File: src/rtl/ascii_attitude_frame_parser_defines.svh
// assertion macros shared by the attitude frame parser
`ifndef ASCII_ATTITUDE_FRAME_PARSER_DEFINES_SVH
`define ASCII_ATTITUDE_FRAME_PARSER_DEFINES_SVH

// same-cycle implication, sampled on clk, off while rst is high
`define AAFP_ASSERT_IMP(lbl, ante, cons, msg) \
  lbl: assert property (@(posedge clk) disable iff (rst) (ante) |-> (cons)) else $error(msg);

// next-cycle implication, sampled on clk, off while rst is high
`define AAFP_ASSERT_NEXT(lbl, ante, cons, msg) \
  lbl: assert property (@(posedge clk) disable iff (rst) (ante) |=> (cons)) else $error(msg);

`endif

File: src/rtl/aafp_pkg.sv
// types and constants of the attitude frame parser
package aafp_pkg;

  localparam int VAL_W = 24;
  localparam int CNT_W = 7;
  localparam int ACC_W = 28;

  localparam logic [7:0] CH_BANG  = 8'h21;
  localparam logic [7:0] CH_STAR  = 8'h2A;
  localparam logic [7:0] CH_COMMA = 8'h2C;
  localparam logic [7:0] CH_POINT = 8'h2E;
  localparam logic [7:0] CH_PLUS  = 8'h2B;
  localparam logic [7:0] CH_MINUS = 8'h2D;
  localparam logic [7:0] CH_COLON = 8'h3A;
  localparam logic [7:0] CH_ZERO  = 8'h30;
  localparam logic [7:0] CH_NINE  = 8'h39;

  localparam logic [31:0] TAG_ROLL  = 32'h524C_4C3A;
  localparam logic [31:0] TAG_PITCH = 32'h5043_483A;
  localparam logic [31:0] TAG_YAW   = 32'h5941_573A;

  localparam logic [1:0] FLD_NONE  = 2'd0;
  localparam logic [1:0] FLD_ROLL  = 2'd1;
  localparam logic [1:0] FLD_PITCH = 2'd2;
  localparam logic [1:0] FLD_YAW   = 2'd3;

  localparam logic [1:0] FRAC_ENDED = 2'd3;

  localparam logic [1:0] REG_MIN_LEN = 2'd0;

  localparam logic [ACC_W-1:0] LIM_POS = 28'd8388607;
  localparam logic [ACC_W-1:0] LIM_NEG = 28'd8388608;

  localparam logic [CNT_W-1:0] MIN_LEN_RST = 7'd32;
  localparam logic [7:0]       CLOSE_SLACK = 8'd2;

  typedef struct packed {
    logic [1:0]       active;
    logic [VAL_W-1:0] acc;
    logic             neg;
    logic             point;
    logic [1:0]       frac;
  } field_st_t;

  typedef struct packed {
    logic signed [VAL_W-1:0] roll;
    logic signed [VAL_W-1:0] pitch;
    logic signed [VAL_W-1:0] yaw;
    logic [2:0]              found;
  } result_t;

endpackage

File: src/rtl/aafp_value_step.sv
// one byte of decimal value parsing for the active field
module aafp_value_step (
  input  logic [7:0]         byte_in,
  input  logic               after_colon,
  input  aafp_pkg::field_st_t cur,
  output aafp_pkg::field_st_t nxt,
  output logic               comma
);
  import aafp_pkg::*;

  logic [3:0]       digit;
  logic [ACC_W-1:0] acc_w;
  logic [ACC_W-1:0] mag;
  logic [ACC_W-1:0] lim;
  logic             is_digit;

  assign digit    = byte_in[3:0];
  assign acc_w    = {{(ACC_W-VAL_W){1'b0}}, cur.acc};
  assign lim      = cur.neg ? LIM_NEG : LIM_POS;
  assign is_digit = (byte_in >= CH_ZERO) && (byte_in <= CH_NINE);

  always_comb begin
    mag = acc_w;
    if (!cur.point) begin
      mag = (acc_w << 3) + (acc_w << 1) + ACC_W'(digit) * ACC_W'(100);
    end else begin
      case (cur.frac)
        2'd0: mag = acc_w + ACC_W'(digit) * ACC_W'(10);
        2'd1: mag = acc_w + ACC_W'(digit);
        default: mag = acc_w;
      endcase
    end
    if (mag > lim) begin
      mag = lim;
    end
  end

  always_comb begin
    nxt   = cur;
    comma = 1'b0;
    if (cur.active != FLD_NONE) begin
      if (byte_in == CH_COMMA) begin
        comma = 1'b1;
      end else if (cur.frac != FRAC_ENDED) begin
        if (is_digit) begin
          nxt.acc = mag[VAL_W-1:0];
          if (cur.point && cur.frac == 2'd0) begin
            nxt.frac = 2'd1;
          end else if (cur.point && cur.frac == 2'd1) begin
            nxt.frac = 2'd2;
          end
        end else if (byte_in == CH_POINT && !cur.point) begin
          nxt.point = 1'b1;
        end else if ((byte_in == CH_PLUS || byte_in == CH_MINUS) && after_colon) begin
          nxt.neg = (byte_in == CH_MINUS);
        end else begin
          nxt.frac = FRAC_ENDED;
        end
      end
    end
  end

endmodule

File: src/rtl/aafp_core.sv
// frame hunting, tag matching and field registers
module aafp_core #(
  parameter int MAX_PAYLOAD = 100
) (
  input  logic                          clk,
  input  logic                          rst,
  input  logic                          go,
  input  logic [7:0]                    byte_in,
  input  logic [aafp_pkg::CNT_W-1:0]    min_len,
  output logic                          closing,
  output logic                          res_fire,
  output aafp_pkg::result_t             res
);
  import aafp_pkg::*;
  `include "ascii_attitude_frame_parser_defines.svh"

  logic [1:0]       marker_run;
  logic             in_frame;
  logic [CNT_W-1:0] payload_count;
  logic [31:0]      tag_window;
  field_st_t        fld;
  logic [2:0]       found_mask;
  logic [VAL_W-1:0] field_values [3];

  field_st_t        step_nxt;
  field_st_t        fld_next;
  logic             step_comma;
  logic             after_colon;
  logic [31:0]      window_next;
  logic             close;
  logic             abandon;
  logic             tag_hit;
  logic [1:0]       tag_idx;
  logic             commit;
  logic [1:0]       commit_idx;
  logic [VAL_W-1:0] commit_val;
  logic [VAL_W-1:0] cur_fin;

  assign after_colon = (tag_window[7:0] == CH_COLON);
  assign window_next = {tag_window[23:0], byte_in};

  aafp_value_step u_step (
    .byte_in     (byte_in),
    .after_colon (after_colon),
    .cur         (fld),
    .nxt         (step_nxt),
    .comma       (step_comma)
  );

  always_comb begin
    tag_hit = 1'b1;
    tag_idx = 2'd0;
    if (window_next == TAG_ROLL) begin
      tag_idx = 2'd0;
    end else if (window_next == TAG_PITCH) begin
      tag_idx = 2'd1;
    end else if (window_next == TAG_YAW) begin
      tag_idx = 2'd2;
    end else begin
      tag_hit = 1'b0;
    end
  end

  always_comb begin
    fld_next = step_nxt;
    if (tag_hit) begin
      if (found_mask[tag_idx]) begin
        fld_next.active = FLD_NONE;
      end else begin
        fld_next        = '0;
        fld_next.active = tag_idx + 2'd1;
      end
    end else if (step_comma) begin
      fld_next.active = FLD_NONE;
    end
  end

  assign commit     = (step_nxt.active != FLD_NONE) && (step_comma || tag_hit);
  assign commit_idx = step_nxt.active - 2'd1;
  assign commit_val = step_nxt.neg ? (VAL_W'(0) - step_nxt.acc) : step_nxt.acc;
  assign cur_fin    = fld.neg ? (VAL_W'(0) - fld.acc) : fld.acc;

  assign close = in_frame && (byte_in == CH_STAR) && (marker_run >= 2'd2) &&
                 ({1'b0, payload_count} >= ({1'b0, min_len} + CLOSE_SLACK));
  assign abandon = in_frame && !close && (payload_count >= CNT_W'(MAX_PAYLOAD));

  assign closing   = close;
  assign res_fire  = go && close;
  assign res.roll  = (fld.active == FLD_ROLL)  ? cur_fin : field_values[0];
  assign res.pitch = (fld.active == FLD_PITCH) ? cur_fin : field_values[1];
  assign res.yaw   = (fld.active == FLD_YAW)   ? cur_fin : field_values[2];
  assign res.found = found_mask;

  always_ff @(posedge clk) begin
    if (rst) begin
      marker_run      <= '0;
      in_frame        <= 1'b0;
      payload_count   <= '0;
      tag_window      <= '0;
      fld             <= '0;
      found_mask      <= '0;
      field_values[0] <= '0;
      field_values[1] <= '0;
      field_values[2] <= '0;
    end else if (go) begin
      if (!in_frame || close || abandon) begin
        payload_count   <= '0;
        tag_window      <= '0;
        fld             <= '0;
        found_mask      <= '0;
        field_values[0] <= '0;
        field_values[1] <= '0;
        field_values[2] <= '0;
      end
      if (!in_frame) begin
        if (byte_in == CH_BANG) begin
          if (marker_run == 2'd2) begin
            marker_run <= '0;
            in_frame   <= 1'b1;
          end else begin
            marker_run <= marker_run + 2'd1;
          end
        end else begin
          marker_run <= '0;
        end
      end else if (close || abandon) begin
        marker_run <= '0;
        in_frame   <= 1'b0;
      end else begin
        payload_count <= payload_count + CNT_W'(1);
        if (byte_in == CH_STAR) begin
          marker_run <= (marker_run == 2'd3) ? 2'd3 : marker_run + 2'd1;
        end else begin
          marker_run <= '0;
        end
        tag_window <= window_next;
        if (commit) begin
          field_values[commit_idx] <= commit_val;
        end
        if (tag_hit && !found_mask[tag_idx]) begin
          found_mask[tag_idx] <= 1'b1;
        end
        fld <= fld_next;
      end
    end
  end

  `AAFP_ASSERT_IMP(a_hunt_clear, !in_frame,
    (payload_count == '0) && (fld.active == FLD_NONE) && (found_mask == '0),
    "frame state not cleared while hunting")
  `AAFP_ASSERT_IMP(a_hunt_run, !in_frame, marker_run != 2'd3,
    "open marker run out of range")
  `AAFP_ASSERT_IMP(a_count_bound, in_frame, payload_count <= CNT_W'(MAX_PAYLOAD),
    "payload count past bound")
  `AAFP_ASSERT_NEXT(a_close_ends, res_fire, !in_frame,
    "frame still open after close")

endmodule

File: src/rtl/ascii_attitude_frame_parser.sv
// top level: config register, input register, parser core and result register
// a closing item's path: input register, parser core, result register
// throughput: one item per cycle, limited by the single byte-wide state update,
// but a waiting result holds back a closing item; others keep flowing
// reset (synchronous): hunting for an open marker, min_payload_len back to 32
module ascii_attitude_frame_parser #(
  parameter int MAX_PAYLOAD = 100
) (
  input  logic                       clk,
  input  logic                       rst,
  input  logic                       in_valid,
  output logic                       in_ready,
  input  logic [7:0]                 rx_byte,
  output logic                       out_valid,
  input  logic                       out_ready,
  output logic signed [23:0]         roll_centi,
  output logic signed [23:0]         pitch_centi,
  output logic signed [23:0]         yaw_centi,
  output logic                       roll_found,
  output logic                       pitch_found,
  output logic                       yaw_found,
  input  logic                       psel,
  input  logic                       penable,
  input  logic                       pwrite,
  input  logic [1:0]                 paddr,
  input  logic [31:0]                pwdata,
  output logic [31:0]                prdata,
  output logic                       pready
);
  import aafp_pkg::*;

  logic [CNT_W-1:0] min_payload_len;
  logic [7:0]       rx_q;
  logic             rx_q_valid;
  logic             proc;
  logic             closing;
  logic             res_fire;
  result_t          res;
  result_t          res_q;

  assign pready = 1'b1;
  assign prdata = (paddr == REG_MIN_LEN) ? {{(32-CNT_W){1'b0}}, min_payload_len} : 32'd0;

  always_ff @(posedge clk) begin
    if (rst) begin
      min_payload_len <= MIN_LEN_RST;
    end else if (psel && penable && pwrite) begin
      min_payload_len <= pwdata[CNT_W-1:0];
    end
  end

  assign proc     = rx_q_valid && (!closing || !out_valid || out_ready);
  assign in_ready = !rx_q_valid || proc;

  always_ff @(posedge clk) begin
    if (rst) begin
      rx_q_valid <= 1'b0;
    end else if (in_valid && in_ready) begin
      rx_q_valid <= 1'b1;
    end else if (proc) begin
      rx_q_valid <= 1'b0;
    end
  end

  always_ff @(posedge clk) begin
    if (in_valid && in_ready) begin
      rx_q <= rx_byte;
    end
  end

  aafp_core #(
    .MAX_PAYLOAD (MAX_PAYLOAD)
  ) u_core (
    .clk      (clk),
    .rst      (rst),
    .go       (proc),
    .byte_in  (rx_q),
    .min_len  (min_payload_len),
    .closing  (closing),
    .res_fire (res_fire),
    .res      (res)
  );

  always_ff @(posedge clk) begin
    if (rst) begin
      out_valid <= 1'b0;
    end else if (res_fire) begin
      out_valid <= 1'b1;
    end else if (out_ready) begin
      out_valid <= 1'b0;
    end
  end

  always_ff @(posedge clk) begin
    if (res_fire) begin
      res_q <= res;
    end
  end

  assign roll_centi  = res_q.roll;
  assign pitch_centi = res_q.pitch;
  assign yaw_centi   = res_q.yaw;
  assign roll_found  = res_q.found[0];
  assign pitch_found = res_q.found[1];
  assign yaw_found   = res_q.found[2];

endmodule
File: config.mk
export PLATFORM = sky130hd
export DESIGN_NAME = ascii_attitude_frame_parser
export DESIGN_NICKNAME = d
export VERILOG_FILES = /design/src/rtl/aafp_pkg.sv /design/src/rtl/aafp_value_step.sv /design/src/rtl/aafp_core.sv /design/src/rtl/ascii_attitude_frame_parser.sv
export VERILOG_INCLUDE_DIRS = /design/src /design/src/rtl
export SDC_FILE = /design/constraint.sdc
export NUM_CORES = 1
export LEC_CHECK = 0
export ABC_AREA = 1
export BUFFER_PORTS_ARGS = -buffer_cell sky130_fd_sc_hd__buf_2
export CAP_MARGIN = 20
export CELL_PAD_IN_SITES_DETAIL_PLACEMENT = 1
export CELL_PAD_IN_SITES_GLOBAL_PLACEMENT = 1
export CORE_ASPECT_RATIO = 1.5
export CORE_MARGIN = 2
export CORE_UTILIZATION = 40
export DETAILED_ROUTE_END_ITERATION = 16
export PLACE_DENSITY = 0.84
export SLEW_MARGIN = 20
export SYNTH_ARGS = -nofsm -noshare
export SYNTH_HDL_FRONTEND = slang
export SYNTH_HIERARCHICAL = 1
export SYNTH_SLANG_ARGS = --single-unit
File: constraint.sdc
create_clock -name clk -period 7.08 [get_ports clk]
set_clock_uncertainty 0.1 [all_clocks]
set_input_delay 0.354 -clock clk [delete_from_list [all_inputs] [get_ports clk]]
set_output_delay 0.354 -clock clk [all_outputs]
set_load 0.02 [all_outputs]
== Yosys cells after proc, flatten, opt, wreduce, memory -nomap -nowiden ==
Memory sizes are Yosys's and may differ from the RTL's.
Cells that the tools add are included.
W data, S select, Z words.
Word-level totals
  register bits after elaboration: 167
  RAM bits: 72
  logic and storage cells: 188
  memories: 1
Operators by class
  $add $sub $neg: 11
  multipliers: 2
  order comparisons: 8
  equality and inequality tests: 18
  muxes and demuxes: 87
  bitwise operators: 4
  reduce and logical (&&, ||, !) cells: 39
Memories
  u_core.field_values: words 3, width 24, rd ports 3, clocked after memory_dff 0, write ports 3, line aafp_core.sv:23  | logic [VAL_W-1:0] field_values [3];
Operators with widths (number)
  $mux W24: 12
  $mux W28: 6
  $eq A32 B31 Y1 const B: 3
  $mux W32: 3
  $mux W30: 3
  $eq A8 B6 Y1 const B: 7
  $pmux W25 S2: 1
  $sub A1 B24 Y24 const A: 2
  $mux W2: 19
  $mux W1: 31
  $add A27 B25 Y28: 1
  $add A28 B11 Y28: 1
  $gt A28 B24 Y1: 1
  $mux W7: 4
  $add A24 B4 Y25: 1
  $add A24 B8 Y25: 1
  $reduce_or A24 Y1: 1
  $logic_and A1 B1 Y1: 18
  $mux W3: 6
  $mul A4 B5 Y9 const B: 1
  $add A7 B2 Y8 const B: 1
  $eq A2 B2 Y1 const B: 4
  $ge A7 B8 Y1: 1
  $ge A8 B6 Y1 const B: 1
  21 further kinds: 40

== Logic depth before layout (Yosys ltp) ==
  word-level depth: 15
  gate-level depth with buffers: 44

== Modules after synthesis ==
Netlist, hierarchy kept.
Modules (own cells, without submodules)
  aafp_core: times used 1, cells each 1110, area each 8205.4 µm²
  aafp_value_step: times used 1, cells each 946, area each 5182.5 µm²
  ascii_attitude_frame_parser: times used 1, cells each 176, area each 3113.0 µm²

== Worst setup path before layout ==
Ideal clock, no wire load.
  kind: flip-flop to flip-flop
  start: register rx_q[1]
  end: memory u_core.field_values[0][16] (data pin)
  setup time: 261 ps
  arrival time: 6376 ps
  required time: 6719 ps
  setup slack: 344 ps
  stages on the path, launching flop included: 41
  path buffers: 0
  clock period less this slack: 6736 ps
  cells stage by stage: edfxtp_1 inv_1 ha_1 ha_1 fa_1 a31o_2 xnor2_1 fa_1 inv_1 ha_1 nand2_1 nor2_1 nand2_4 nand2_4 a21oi_1 or2_2 nand3_1 nand2_1 [5 not listed] nand3_1 nand2_1 nand3_1 nand3_1 nand2_1 inv_1 inv_1 ha_1 inv_1 nor2_1 nand2_1 nor3b_2 nand3_1 nand2_1 o21ai_1 nor2_1 xor2_1 nor2_1
RTL lines
  start: declaration: line ascii_attitude_frame_parser.sv:33  | logic [7:0] rx_q;
  start signal: assignment: line ascii_attitude_frame_parser.sv:67  | rx_q <= rx_byte;
  end: declaration: line aafp_core.sv:23

==> run_results.csv <==
group,metric,value,unit
routing,drc,0,
min_path,hp-class,"input pin to register",
timing,slew_headroom,0.218,
floorplan,dieArea,42900,sq um
logic_synthesis,synth.distinct_cells,59,
placement,place_hpwl,40300,um
routing,wl_per_cell,18.2,um
setup_path,crit_top_cell,"nand2_1",
logic_synthesis,synth_top_area_frac,0.282,
timing,layout_min_cycle_time,6.96,ns
grt,grt_usage,0.237,
logic_synthesis,ys_seq_area_frac,0.374,
pwr,peakVddDrop,145,uV
grt,antenna_found_initial,0,
floorplan,io_pins,159,
setup_path,criticalPathCategory,"register to register",
grt,grt_max_degree,63,
logic_synthesis,ys_top_cells_by_area,"edfxtp_1 (28%), nand2_1 (14%), dfxtp_1 (9.2%)",
timing,setup-violations-final,0,
routing,ant_nets,0,
final_layout,final_net_count,2598,
setup_path,critPathMaxFanout,7,
flow_run,cap_violations,0,
logic_synthesis,yosys_warnings,6,
clock_tree,insertion_delay,0.52,ns
final_layout,n_antenna_cell,0,
placement,place_congestion,0.902,
clock_tree,cts_root_buf,"clkbuf_16",
logic_synthesis,ys_ff_latch,231,
setup_path,cp-start-kind,"register",
min_path,min_path_cells,3,
setup_path,crit_buf_inv,10,
setup_path,crit_family,"simple AND/OR/NAND/NOR gates",
clock_tree,cts_max_path_buffers,3,
grt,grt_pass1_wl,82100,um
routing,viasPerCell,5.38,
clock_tree,cts_made_buffers,23,
timing,fmax,144,MHz
logic_synthesis,syn-cell-area,16500,sq um
placement,dp_cells,2887,
clock_tree,cts.clk_slew.worst_paths,0.06,ns
final_layout,fin_cells,2958,
setup_path,worst-r2r-cell-count,40,
final_layout,area_delta_synth_final,19.3,%
routing,drtIter0Drc,759,
clock_tree,cts_tree,"yes",
setup_path,max_stage_delay,0.49,ns
timing,fin_crit_sh,0.983,
routing,dr_total_vias,15900,
timing,hold_viol_final,0,
logic_synthesis,avgSynthCellArea,7.39,sq um
timing,whs,0.0477,ns
setup_path,cp.depth,40,
logic_synthesis,yosysTopAreaCell,"edfxtp_1",
setup_path,endpoint_kind,"register",
timing,drv_slew,0,
setup_path,crit_required,7.33,ns
clock_tree,clock-sinks,231,
clock_tree,cts_max_level,1,
timing,rsz0062_at_grt,"yes",
grt,overflow,0,
setup_path,slowest_stage,"fa_1",
floorplan,die_w,170,um
final_layout,drive_gt1_frac,0.192,
logic_synthesis,syn_inst,2232,
floorplan,coreArea,40900,sq um
grt,grt_pass1_vias,16632,
floorplan,die_h,253,um
pwr,leakage,0.00893,uW
setup_path,cp_data_arrival_time,7.21,ns
timing,tightestPinTransition,1.17,ns
routing,drtPass1Iterations,5,
floorplan,start_util,0.404,
placement,port_buffers,107,
outcome,status,"finished, final reports clean",
pwr,p_per_area,153,nW/um^2
routing,finalWirelength,54000,um
floorplan,rows,91,
-- final cells by class --
class,count,area [sq um]
fill,5058,21200
multi-input combinational,1642,9370
sequential,231,6180
timing repair buffer,247,1690
inverter,288,1090
tap,511,639
clock buffer,31,616
clock inverter,8,96.3
-- cells in the final DEF, fill, tap and decap left out, types with 24 or more instances in the layout --
cell type and count:
o21ai_0 86, nand2_1 602, clkbuf_16 24, nand3_1 153, nand3_2 31, nor2_1 221
conb_1 26, nand4_1 31, nor2_2 28, edfxtp_1 155, inv_2 25, inv_1 257
a21oi_1 116, xor2_1 32, ha_1 89, nand2_2 30, buf_2 107, buf_4 115
dfxtp_1 76
-- cells by family after synthesis --
kind of cell               after synthesis  share of synthesized area
AOI/OAI and AO/OA                      267                     0.0892
xor gates and xnor gates                55                     0.0292
adders and majority gates              116                     0.0939
buffers and inverters                  383                      0.102
DFF                                    231                      0.374
other                                    2                   0.000455
and+or+nand+nor                       1178                      0.311
-- cells in the mapped netlist, drive strengths merged --
library cell,number
a211oi,2
a21boi,2
a21o,1
a21oi,133
a22oi,1
a31o,1
a31oi,13
a41oi,1
and2,3
buf,53
clkbuf,42
clkinv,4
conb,2
dfxtp,76
edfxtp,155
fa,13
ha,103
inv,284
nand2,645
nand3,187
nand3b,3
nand4,33
nor2,261
nor3,20
nor3b,3
nor4,10
o2111ai,1
o211ai,2
o21ai,96
o21bai,6
o221ai,1
o22ai,5
o31ai,1
o41ai,1
or2,13
xnor2,19
xor2,36
-- stage by stage --
stage | TNS, ns | instance area [sq um] | power, uW | worst slack, ns | utilization
final | 0 | 19700 | 3000 | 0.119 | 0.481
after floorplan | 0 | 16600 | 1690 | 0.344 | -
after detailed placement | -15.78 | 18000 | 1780 | -0.461 | 0.440
after global placement | -4.79 | 18000 | 1760 | -0.214 | 0.440
after global routing | -9.52 | 19700 | 3100 | -0.254 | 0.481
after CTS | 0 | 19000 | 2980 | 0.00178 | 0.464
-- where the power goes --
part           switching [uW]  internal, uW
registers                14.3          1460
clock network             508           682
logic                     207           129
total                     729          2280
-- worst min-delay path, delay by kind of cell --
kind,cells,cell delay [ns]
and+or+nand+nor,2,0.18
buffers and inverters,1,0.10
-- state kept, by name, indices dropped and copies added (netlist names) --
signal,flops
rx_q_valid,1
pitch_centi,24
u_core/fld,30
rx_q,8
yaw_found,1
u_core/marker_run,2
pitch_found,1
roll_centi,24
yaw_centi,24
u_core/tag_window,24
u_core/found_mask,3
u_core/field_values,72
out_valid,1
u_core/payload_count,7
roll_found,1
u_core/in_frame,1
min_payload_len,7
-- final timing paths --
kind,start,endpoint,slack (ns)
worst max-delay path,rx_q[1]$_DFFE_PP_,u_core/field_values[1][10]$_SDFFCE_PN0P_,0.12
worst min-delay path,psel,min_payload_len[5]$_SDFFE_PP1P_,0.05
worst max register to register,rx_q[1]$_DFFE_PP_,u_core/field_values[1][10]$_SDFFCE_PN0P_,0.12
worst min register to register,u_core/found_mask[0]$_SDFFE_PP0P_,roll_found$_DFFE_PP_,0.34
-- timing repair --
item,in CTS,in global routing
setup buffers,1,15
endpoints found under the setup margin,57,58
gates resized for setup,23,138
hold buffers,16,0
endpoints found under the hold margin,16,0
pin swaps,11,61
cloned,0,1
-- per-layer routing --
metal  track usage  vias up  share of wire
li1              -     7594              -
met3        0.0193      145          0.029
met5             0        -              0
met1         0.238     7770           0.37
met4        0.0972        0          0.043
met2         0.487      391           0.56
Power figures use the tool's default switching activity.
